[src/qpt_pkg.sv]
package qpt_pkg;

  localparam int FRAC_BITS_DEF = 14;
  localparam int POS_WIDTH_DEF = 32;

  // product slots of the first stage
  localparam int NUM_PROD = 10;
  localparam int P_WW = 0;
  localparam int P_XX = 1;
  localparam int P_YY = 2;
  localparam int P_ZZ = 3;
  localparam int P_XY = 4;
  localparam int P_WZ = 5;
  localparam int P_XZ = 6;
  localparam int P_WY = 7;
  localparam int P_YZ = 8;
  localparam int P_WX = 9;

  // matrix entries, row major
  localparam int NUM_ENT = 9;

  typedef struct packed {
    logic [NUM_ENT-1:0] neg;
    logic               zero;
  } qpt_side_t;

endpackage

[src/qpt_numer.sv]
module qpt_numer #(
  parameter int FRAC_BITS = qpt_pkg::FRAC_BITS_DEF
) (
  input  logic                          clk,
  input  logic                          rst_n,
  input  logic                          vld_in,
  input  logic signed [2*FRAC_BITS+3:0] prod [qpt_pkg::NUM_PROD],
  output logic                          vld_r,
  output logic [2*FRAC_BITS+4:0]        mag_r [qpt_pkg::NUM_ENT],
  output logic [2*FRAC_BITS+4:0]        norm_r,
  output qpt_pkg::qpt_side_t            side_r
);

  localparam int QW = FRAC_BITS + 2;
  localparam int NW = 2 * QW + 1;
  localparam int SW = NW + 1;

  logic signed [SW-1:0] e [qpt_pkg::NUM_PROD];
  logic signed [SW-1:0] num [qpt_pkg::NUM_ENT];
  logic signed [SW-1:0] nsum;
  logic signed [SW-1:0] neg_num [qpt_pkg::NUM_ENT];
  qpt_pkg::qpt_side_t   side_nxt;

  always_comb begin
    for (int i = 0; i < qpt_pkg::NUM_PROD; i++) begin
      e[i] = SW'(prod[i]);
    end
    nsum = e[qpt_pkg::P_WW] + e[qpt_pkg::P_XX] + e[qpt_pkg::P_YY] + e[qpt_pkg::P_ZZ];
    num[0] = e[qpt_pkg::P_WW] + e[qpt_pkg::P_XX] - e[qpt_pkg::P_YY] - e[qpt_pkg::P_ZZ];
    num[1] = (e[qpt_pkg::P_XY] - e[qpt_pkg::P_WZ]) <<< 1;
    num[2] = (e[qpt_pkg::P_XZ] + e[qpt_pkg::P_WY]) <<< 1;
    num[3] = (e[qpt_pkg::P_XY] + e[qpt_pkg::P_WZ]) <<< 1;
    num[4] = e[qpt_pkg::P_WW] - e[qpt_pkg::P_XX] + e[qpt_pkg::P_YY] - e[qpt_pkg::P_ZZ];
    num[5] = (e[qpt_pkg::P_YZ] - e[qpt_pkg::P_WX]) <<< 1;
    num[6] = (e[qpt_pkg::P_XZ] - e[qpt_pkg::P_WY]) <<< 1;
    num[7] = (e[qpt_pkg::P_YZ] + e[qpt_pkg::P_WX]) <<< 1;
    num[8] = e[qpt_pkg::P_WW] - e[qpt_pkg::P_XX] - e[qpt_pkg::P_YY] + e[qpt_pkg::P_ZZ];
    side_nxt.zero = (nsum == '0);
    for (int k = 0; k < qpt_pkg::NUM_ENT; k++) begin
      neg_num[k]      = -num[k];
      side_nxt.neg[k] = num[k][SW-1];
    end
  end

  always_ff @(posedge clk) begin
    if (!rst_n) begin
      vld_r <= 1'b0;
    end else begin
      vld_r <= vld_in;
    end
  end

  always_ff @(posedge clk) begin
    norm_r <= nsum[NW-1:0];
    side_r <= side_nxt;
    for (int k = 0; k < qpt_pkg::NUM_ENT; k++) begin
      mag_r[k] <= num[k][SW-1] ? neg_num[k][NW-1:0] : num[k][NW-1:0];
    end
  end

endmodule

[config.mk]
export PLATFORM = sky130hd
export DESIGN_NAME = qpt_numer
export DESIGN_NICKNAME = d
export VERILOG_FILES = /design/src/qpt_pkg.sv /design/src/qpt_numer.sv
export SDC_FILE = /design/constraint.sdc
export NUM_CORES = 1
export LEC_CHECK = 0
export ABC_CLOCK_PERIOD_IN_PS = 8550
export BUFFER_PORTS_ARGS = -buffer_cell sky130_fd_sc_hd__buf_2
export CORE_MARGIN = 2
export CORE_UTILIZATION = 35
export CTS_CLUSTER_SIZE = 16
export DETAILED_ROUTE_END_ITERATION = 8
export GPL_TIMING_DRIVEN = 0
export PLACE_DENSITY = 0.51
export SYNTH_ARGS = -nofsm -noshare
export SYNTH_HDL_FRONTEND = slang
export SYNTH_SLANG_ARGS = --single-unit
[constraint.sdc]
create_clock -name clk -period 8.55 [get_ports clk]
set_clock_uncertainty 0.05 [all_clocks]
set_input_delay 1.71 -clock clk [delete_from_list [all_inputs] [get_ports clk]]
set_output_delay 1.71 -clock clk [all_outputs]
set_load 0.005 [all_outputs]
**After elaboration in Yosys (flattened, before gate mapping)**

Index checks and enable logic that the tools add are counted.

- $add $sub $neg: 25
- Muxes and demuxes: 9
- Reductions and logical operators: 1

Operators by type and width:

| operator | number |
|---|---|
| $mux W33 | 9 |
| $neg A33 Y33 | 9 |
| $add A32 B32 Y33 | 4 |
| $sub A32 B32 Y33 | 4 |
| $add A33 B32 Y34 | 2 |
| $add A34 B32 Y34 | 2 |
| $sub A33 B32 Y34 | 2 |
| $sub A34 B32 Y34 | 2 |
| $logic_not A34 Y1 | 1 |

- Register bits: 341
- Input port bits: 323
- Output and inout bits: 341
- Logic and storage cells: 54

**Logic depth before layout (Yosys ltp)**

Gate-level depths: netlist (run 1).

- Depth after elaboration: 5
- Mapped depth: 30
- Depth with buffers taken out: 29

**Worst setup path after synthesis (run 1)**

No wires, ideal clock.

- Kind: in2reg
- Start point: in prod[256] (netlist bit)
- End point: reg mag_r[293] (netlist bit)
- Arrival time: 7,630 ps
- Data required time: 8,376 ps
- Slack: 746 ps
- Stages on the path: 25
- Cell sequence: ha_1 > inv_1 > fa_1 > o21ba_2 > o21ai_0 > a21oi_1 > o211ai_1 > a311oi_1 > or4_1 > nand3_1 > a21oi_1 > xnor2_1 > fa_1 > ha_1 > clkbuf_1 > nand4_1 > a211oi_1 > nor2_1 > xnor2_1 > or4_1 > or4_4 > or4_4 > nor2_4 > a21boi_1 > xor2_1

- Cells in the longest elaborated chain, start to end: 5

RTL lines:

| item | line | text |
|---|---|---|
| start, declared | qpt_numer.sv:7 | `input logic signed [2*FRAC_BITS+3:0] prod [qpt_pkg::NUM_PROD],` |
| $add A32 B32 Y33 (*) | qpt_numer.sv:29 | `num[0] = e[qpt_pkg::P_WW] + e[qpt_pkg::P_XX] - e[qpt_pkg::P_YY] - e[qpt_pkg::P_ZZ];` |
| $sub A33 B32 Y34 (*) | qpt_numer.sv:29 |  |
| $sub A34 B32 Y34 (*) | qpt_numer.sv:29 |  |
| $neg A33 Y33 | qpt_numer.sv:40 | `neg_num[k] = -num[k];` |
| $mux W33 (*) | qpt_numer.sv:57 | `mag_r[k] <= num[k][SW-1] ? neg_num[k][NW-1:0] : num[k][NW-1:0];` |
| end signal, assigned by index | qpt_numer.sv:57 |  |
| end, declared | qpt_numer.sv:9 | `output logic [2*FRAC_BITS+4:0] mag_r [qpt_pkg::NUM_ENT],` |

Mark *: on every way between the ends. The rest lies on a longest branch, timed or not.
A chain may end at the register's enable or synchronous reset.

**Final worst setup path (run 1)**

- Start point: in prod[257] (netlist bit)
- End point: reg mag_r[24] (netlist bit)

- Cells in the longest elaborated chain, start to end: 5

RTL lines:

| item | line | text |
|---|---|---|
| $sub A32 B32 Y33 (*) | qpt_numer.sv:37 | `num[8] = e[qpt_pkg::P_WW] - e[qpt_pkg::P_XX] - e[qpt_pkg::P_YY] + e[qpt_pkg::P_ZZ];` |
| $sub A33 B32 Y34 (*) | qpt_numer.sv:37 |  |
| $add A34 B32 Y34 (*) | qpt_numer.sv:37 |  |
| $neg A33 Y33 | qpt_numer.sv:40 |  |
| $mux W33 (*) | qpt_numer.sv:57 |  |

Marks and branches as above.

==> results of run 1 <==
-- cells by family after synthesis --
family,count (synthesis)
flip-flops,331
AND/OR/NAND/NOR,1180
AO/OA/AOI/OAI,1295
multiplexers,10
other,1
adder cells (fa/ha/maj),540
XOR/XNOR,599
buffers and inverters,590
-- worst max-delay path, cell delays in order --
cell and delay, ns:
buf_2 0.12, inv_1 0.08, ha_1 0.29, nor2b_1 0.13, o21a_1 0.18, o21ai_0 0.48
a311oi_2 0.26, a211o_1 0.34, a22oi_1 0.32, nand2b_1 0.09, a21oi_1 0.18, xnor2_1 0.23
fa_1 0.47, buf_2 0.18, xnor2_1 0.43, and3_1 0.27, nand2_1 0.10, a211oi_1 0.82
o41ai_4 0.18, nor2_1 0.13, nor2_1 0.09, nor3_1 0.29, a211oi_1 0.10, xnor2_1 0.28
clkbuf_2 0.46, a21oi_1 0.10, xnor2_1 0.40
-- routing by layer --
layer / part of all wire / up-vias / track usage
met5: 0.0012 / - / 0
met4: 0.026 / 26 / 0.06153
met3: 0.070 / 174 / 0.04269
met2: 0.45 / 1113 / 0.3822
met1: 0.45 / 16750 / 0.3254
li1: - / 17320 / -
-- cell type report --
class	instances	area [sq um]
Fill cell	10870	60130
Antenna cell	12	30.03
Timing Repair Buffer	660	3323
Clock buffer	55	1211
Multi-Input combinational cell	3630	27860
Tap cell	1380	1727
Sequential cell	331	6626
Clock inverter	24	305.3
Inverter	420	1577
Buffer	168	701.9
-- cell usage in the layout, fill, tap and decap left out, drive strengths merged, types with 70 or more instances in the layout --
cell type    n
nor2       368
o21bai      70
a21oi      408
clkbuf     192
nand3       83
ha         395
buf        691
xor2       156
inv        418
a21o       122
a31oi       75
nand2      211
fa         141
dfxtp      331
o21ai      211
nor3       108
xnor2      443
-- power groups by stage --
stage,Combinational [mW],Clock (mW),Sequential [mW]
floorplan,5.02,0,2.58
global placement,7.89,0,2.55
detailed placement,7.87,0,2.55
CTS,7.97,2.02,2.53
global route,8.81,2.07,2.58
finish,8.08,1.95,2.52
-- metrics by stage --
stage                     power [mW]  std cells
after detailed placement       10.42       6588
after floorplan                7.598       4551
after CTS                      12.52       6668
after global routing           13.46       6673
final                          12.56       6680
after global placement         10.44       6588
-- what timing repair did --
| action | 4_1_cts | 5_1_grt |
|---|---|---|
| buffers inserted | 1 | 2 |
| pin swaps | 2 | 2 |
| setup endpoints to repair | 94 | 84 |
| resized for setup | 17 | 42 |
-- flip-flops by register name, summed over array words and instances (netlist names) --
name	cells
mag_r	288
norm_r	32
side_r	10
vld_r	1
-- worst paths after layout --
path      start         to  slack (ns)  cells after the start
max   prod[257]  mag_r[24]        0.19                     27
min      vld_in      vld_r        1.23                      2
==> flow_summary.yaml, run 1 <==
synthesis:
  synth_compound_area_frac: 0.2337
  synth_edf_count: 0
  syn_inst: 4546
  synth-main-ff-cell: "dfxtp_1"
  synth_top_family_by_area: "compound AO/OA/AOI/OAI gates"
  yosys.area_share.adder: 0.2137
  synth_top_cell_area_share: 0.1814
  synthArstFlopShare: 0
  synthTopCellsByCount: "xnor2_1 (442), inv_1 (412), a21oi_1 (405), ha_1 (395), nor2_1 (367)"
  avgSynthCellArea_sq_um: 8.034
  synthXorXnorAreaFrac: 0.1439
  post_synth_instance_area_sq_um: 36520
  yosysWarnings: 0
  synth_area_leader_cell: "dfxtp_1"
  yosysSeqAreaShare: 0.1814
  yosysUniqueCellTypes: 109
  synth_simple_gate_area_frac: 0.1622
  synthTopCellsByArea: "dfxtp_1 (18%), ha_1 (14%), xnor2_1 (11%)"
  synth-seq-cells: 331
  synth_most_common_cell: "xnor2_1"
  synthMuxAreaShare: 0.002878
flow_run:
  max-cap-violations: 0
setup_path:
  cp_max_fo: 10
  required_ns: 8.96
  timing.critical_path.arrival_ns: 8.76
  crit_type: "input port to flop"
  endpoint_kind: "flop"
  start_kind: "input port"
grt:
  grt_max_degree: 15
  grt.total_usage: 0.2372
  overflow: 0
  antenna_found_initial: 37
  grt_pass1_wl_um: 198100
  first_global_vias: 33230
pwr:
  swShare: 0.4764
  leakage_nw: 19.61
  ir_drop_uv: 227.9
  power_density_nw_per_um2: 289.6
  p_sw_mw: 5.983
  power_frac_clock: 0.156
  comb_power_share: 0.644
  p_int_mw: 6.574
  pwr-share-seq: 0.201
route:
  avgViaCountPerCell: 5.297
  drtIter0Drc: 2681
  dr_total_vias: 35380
  post_drt_wl_per_cell_um: 19.87
  wl_um: 132700
  dr.pass1.iters: 6
  route.detailed.drc: 0
  drtAntennaViolNets: 0
floorplanning:
  core-area_sq_um: 103500
  dieHeight_um: 327.0
  ios: 664
  die_x_um: 327.0
  placementRows: 118
  initial_core_util: 0.3529
  die-area_sq_um: 106900
final_layout:
  finalNetCount: 6113
  final_area_sq_um: 43370
  utilization: 0.4190
  area_delta_synth_final_pct: 18.74
  drive_gt1_frac: 0.1666
clock_network:
  clockBufferDepth: 3
  clk_pin_slew_ns: 0.06
  cts.hold.buffers_added: 0
  cts_tree: "built"
  root_buffer: "clkbuf_16"
  cts.sinks: 331
  cts_made_buffers: 43
  htreeDepth: 2
timing:
  finalHoldWorstSlack_ns: 1.233
  report.final.slew_viol_count: 0
  setup_viol: 0
  maxSlewHeadroom: 0.2967
  rsz0062_at_grt: "false"
  fmax_mhz: 119.7
  tightest_slew_ns: 1.050
  worst_slack_ns: 0.1930
  fin_setup_tns_ns: 0
  post-route-min-period_ns: 8.357
  hold_violations: 0
  finalCritPeriodShare: 0.9774
placement:
  placement.io_buffers: 657
  place_ws_ns: -1.623
  dp_hpwl_um: 113400
  dpl_cell_area_sq_um: 41550
  gp_congestion: 0.9182
status:
  status: "finished, final reports clean"
worst_hold_path:
  hold_path_class: "input port to flop"
Power figures use the tool's default switching activity.
==> run 2, diff against run 1 <==
--- a/config.mk
+++ b/config.mk
@@ -11,7 +11,6 @@
 export CORE_UTILIZATION = 35
 export CTS_CLUSTER_SIZE = 16
 export DETAILED_ROUTE_END_ITERATION = 8
-export GPL_TIMING_DRIVEN = 0
 export PLACE_DENSITY = 0.51
 export SYNTH_ARGS = -nofsm -noshare
 export SYNTH_HDL_FRONTEND = slang
==> run 2 against run 1 <==
First-iteration DRC count decreased by 3.9%. Non-clock buffer count down 127. Via count shrank 2.1%. Clock-buffer cell count did not move. Worst hold slack gained 0.016 ns. Maximum frequency increased by 4.4%. Sequential cell count stayed put. Global-route usage shrank 0.98 points. Clock power grew 2%. Total power is 2.1% lower. Largest cell class unchanged. Highest routed layer unchanged.
==> flow_summary.yaml, run 2 (same netlist as run 1, synthesis figures left out) <==
status:
  status: "finished, final reports clean"
grt:
  grt.total_usage: 0.2274
  met1_usage: 0.3063
  overflow: 0
  grt_pass1_wl_um: 190800
  met3_usage: 0.04669
  first_global_vias: 32380
  antenna_found_initial: 36
  grt.busiest_layer: "met2"
  grtUsageMet2: 0.3662
  grt_max_degree: 35
clock_network:
  root_buffer: "clkbuf_16"
  cts_tree: "built"
  cts.sinks: 331
  cts.hold.buffers_added: 0
  clockBufferDepth: 3
  postCtsSetupBuffers: 0
  htreeDepth: 2
  cts-resized-gates: 0
  cts_made_buffers: 44
  clk_pin_slew_ns: 0.06
route:
  dr_total_vias: 34640
  post_drt_wl_per_cell_um: 19.47
  dr.pass1.iters: 6
  route.detailed.drc: 0
  wl_um: 127600
  avgViaCountPerCell: 5.283
  drtIter0Drc: 2577
  drtAntennaViolNets: 0
floorplanning:
  die-area_sq_um: 106900
  dieHeight_um: 327.0
  initial_core_util: 0.3529
  placementRows: 118
  ios: 664
  die_x_um: 327.0
  core-area_sq_um: 103500
placement:
  place_ws_ns: 0.04399
  dp_hpwl_um: 108800
  placement.io_buffers: 657
  gp_congestion: 0.9177
  dpl_cell_area_sq_um: 41240
  placed_cells: 6462
timing:
  post-route-min-period_ns: 8.007
  finalHoldWorstSlack_ns: 1.248
  setup_viol: 0
  fin_setup_tns_ns: 0
  tightest_slew_ns: 0.9711
  worst_slack_ns: 0.5435
  hold_violations: 0
  maxSlewHeadroom: 0.3359
  rsz0062_at_grt: "false"
  fmax_mhz: 124.9
  report.final.slew_viol_count: 0
  finalCritPeriodShare: 0.9364
final_layout:
  regMostFlops: "mag_r"
  final_area_sq_um: 42810
  finalNetCount: 5987
  layoutNonFillerInstCount: 6556
  final_cell_mix: "buf_2 (657), xnor2_1 (439), inv_1 (412)"
  layout_commonest_cell: "buf_2"
  drive_gt1_frac: 0.1668
  largestRegisters: "mag_r: 288 flops, norm_r: 32 flops, side_r: 10 flops"
  area_delta_synth_final_pct: 17.22
  largest_reg_flops: 288
  utilization: 0.4136
pwr:
  power_density_nw_per_um2: 287.0
  p_total_mw: 12.29
  ir_drop_uv: 178.4
  leakage_nw: 19.43
setup_path:
  crit_type: "input port to flop"
  required_ns: 8.98
  slowest_stage: "a311oi_1"
  cp_max_fo: 6
  cp_slowest_stage_delay_ns: 0.58
  endpoint_kind: "flop"
  timing.critical_path.arrival_ns: 8.43
  start_kind: "input port"
flow_run:
  max-cap-violations: 0
worst_hold_path:
  hold_start: "vld_in"
  min_path_cells: 2
  hold_path_class: "input port to flop"
  min_to: "vld_r"
run 2: report_power, final:
group          total [mW]  switching [mW]  internal [mW]
logic                7.72            4.54           3.18
registers            2.58           0.285           2.29
clock network        1.99           0.810           1.18
total                12.3            5.63           6.66
run 2: worst max-delay path, delay by kind of cell:
| family | cells | cell delay [ns] |
|---|---|---|
| and+or+nand+nor | 10 | 2.75 |
| buffers and inverters | 2 | 0.20 |
| adders and majority gates | 3 | 1.22 |
| xor gates and xnor gates | 3 | 0.70 |
| AOI/OAI and AO/OA | 8 | 1.84 |
run 2: layout make-up:
type | count | area (sq um)
Fill cell | 10840 | 60690
Sequential cell | 331 | 6626
Inverter | 420 | 1577
Tap cell | 1380 | 1727
Antenna cell | 15 | 37.54
Multi-Input combinational cell | 3630 | 27680
Timing Repair Buffer | 701 | 3631
Clock buffer | 55 | 1192
Clock inverter | 24 | 342.8
run 2: per-layer routing:
layer	wire (um)	up-vias	part of all wire
met5	172	-	0.0013
met4	3618	26	0.028
met3	8990	181	0.070
met2	57400	1079	0.45
met1	57460	16300	0.45
li1	-	17060	-
run 2: how the worst max path moves through the flow:
stage	from	to	slack [ns]	cells past startpoint
2_1_floorplan	prod[256]	mag_r[293]	0.75	25
3_3_place_gp	prod[288]	mag_r[149]	0.05	30
3_5_place_dp	prod[288]	mag_r[140]	0.04	30
4_1_cts	prod[256]	side_r[0]	0.66	27
5_1_grt	prod[288]	mag_r[151]	0.06	30
6_report	prod[257]	mag_r[26]	0.54	26
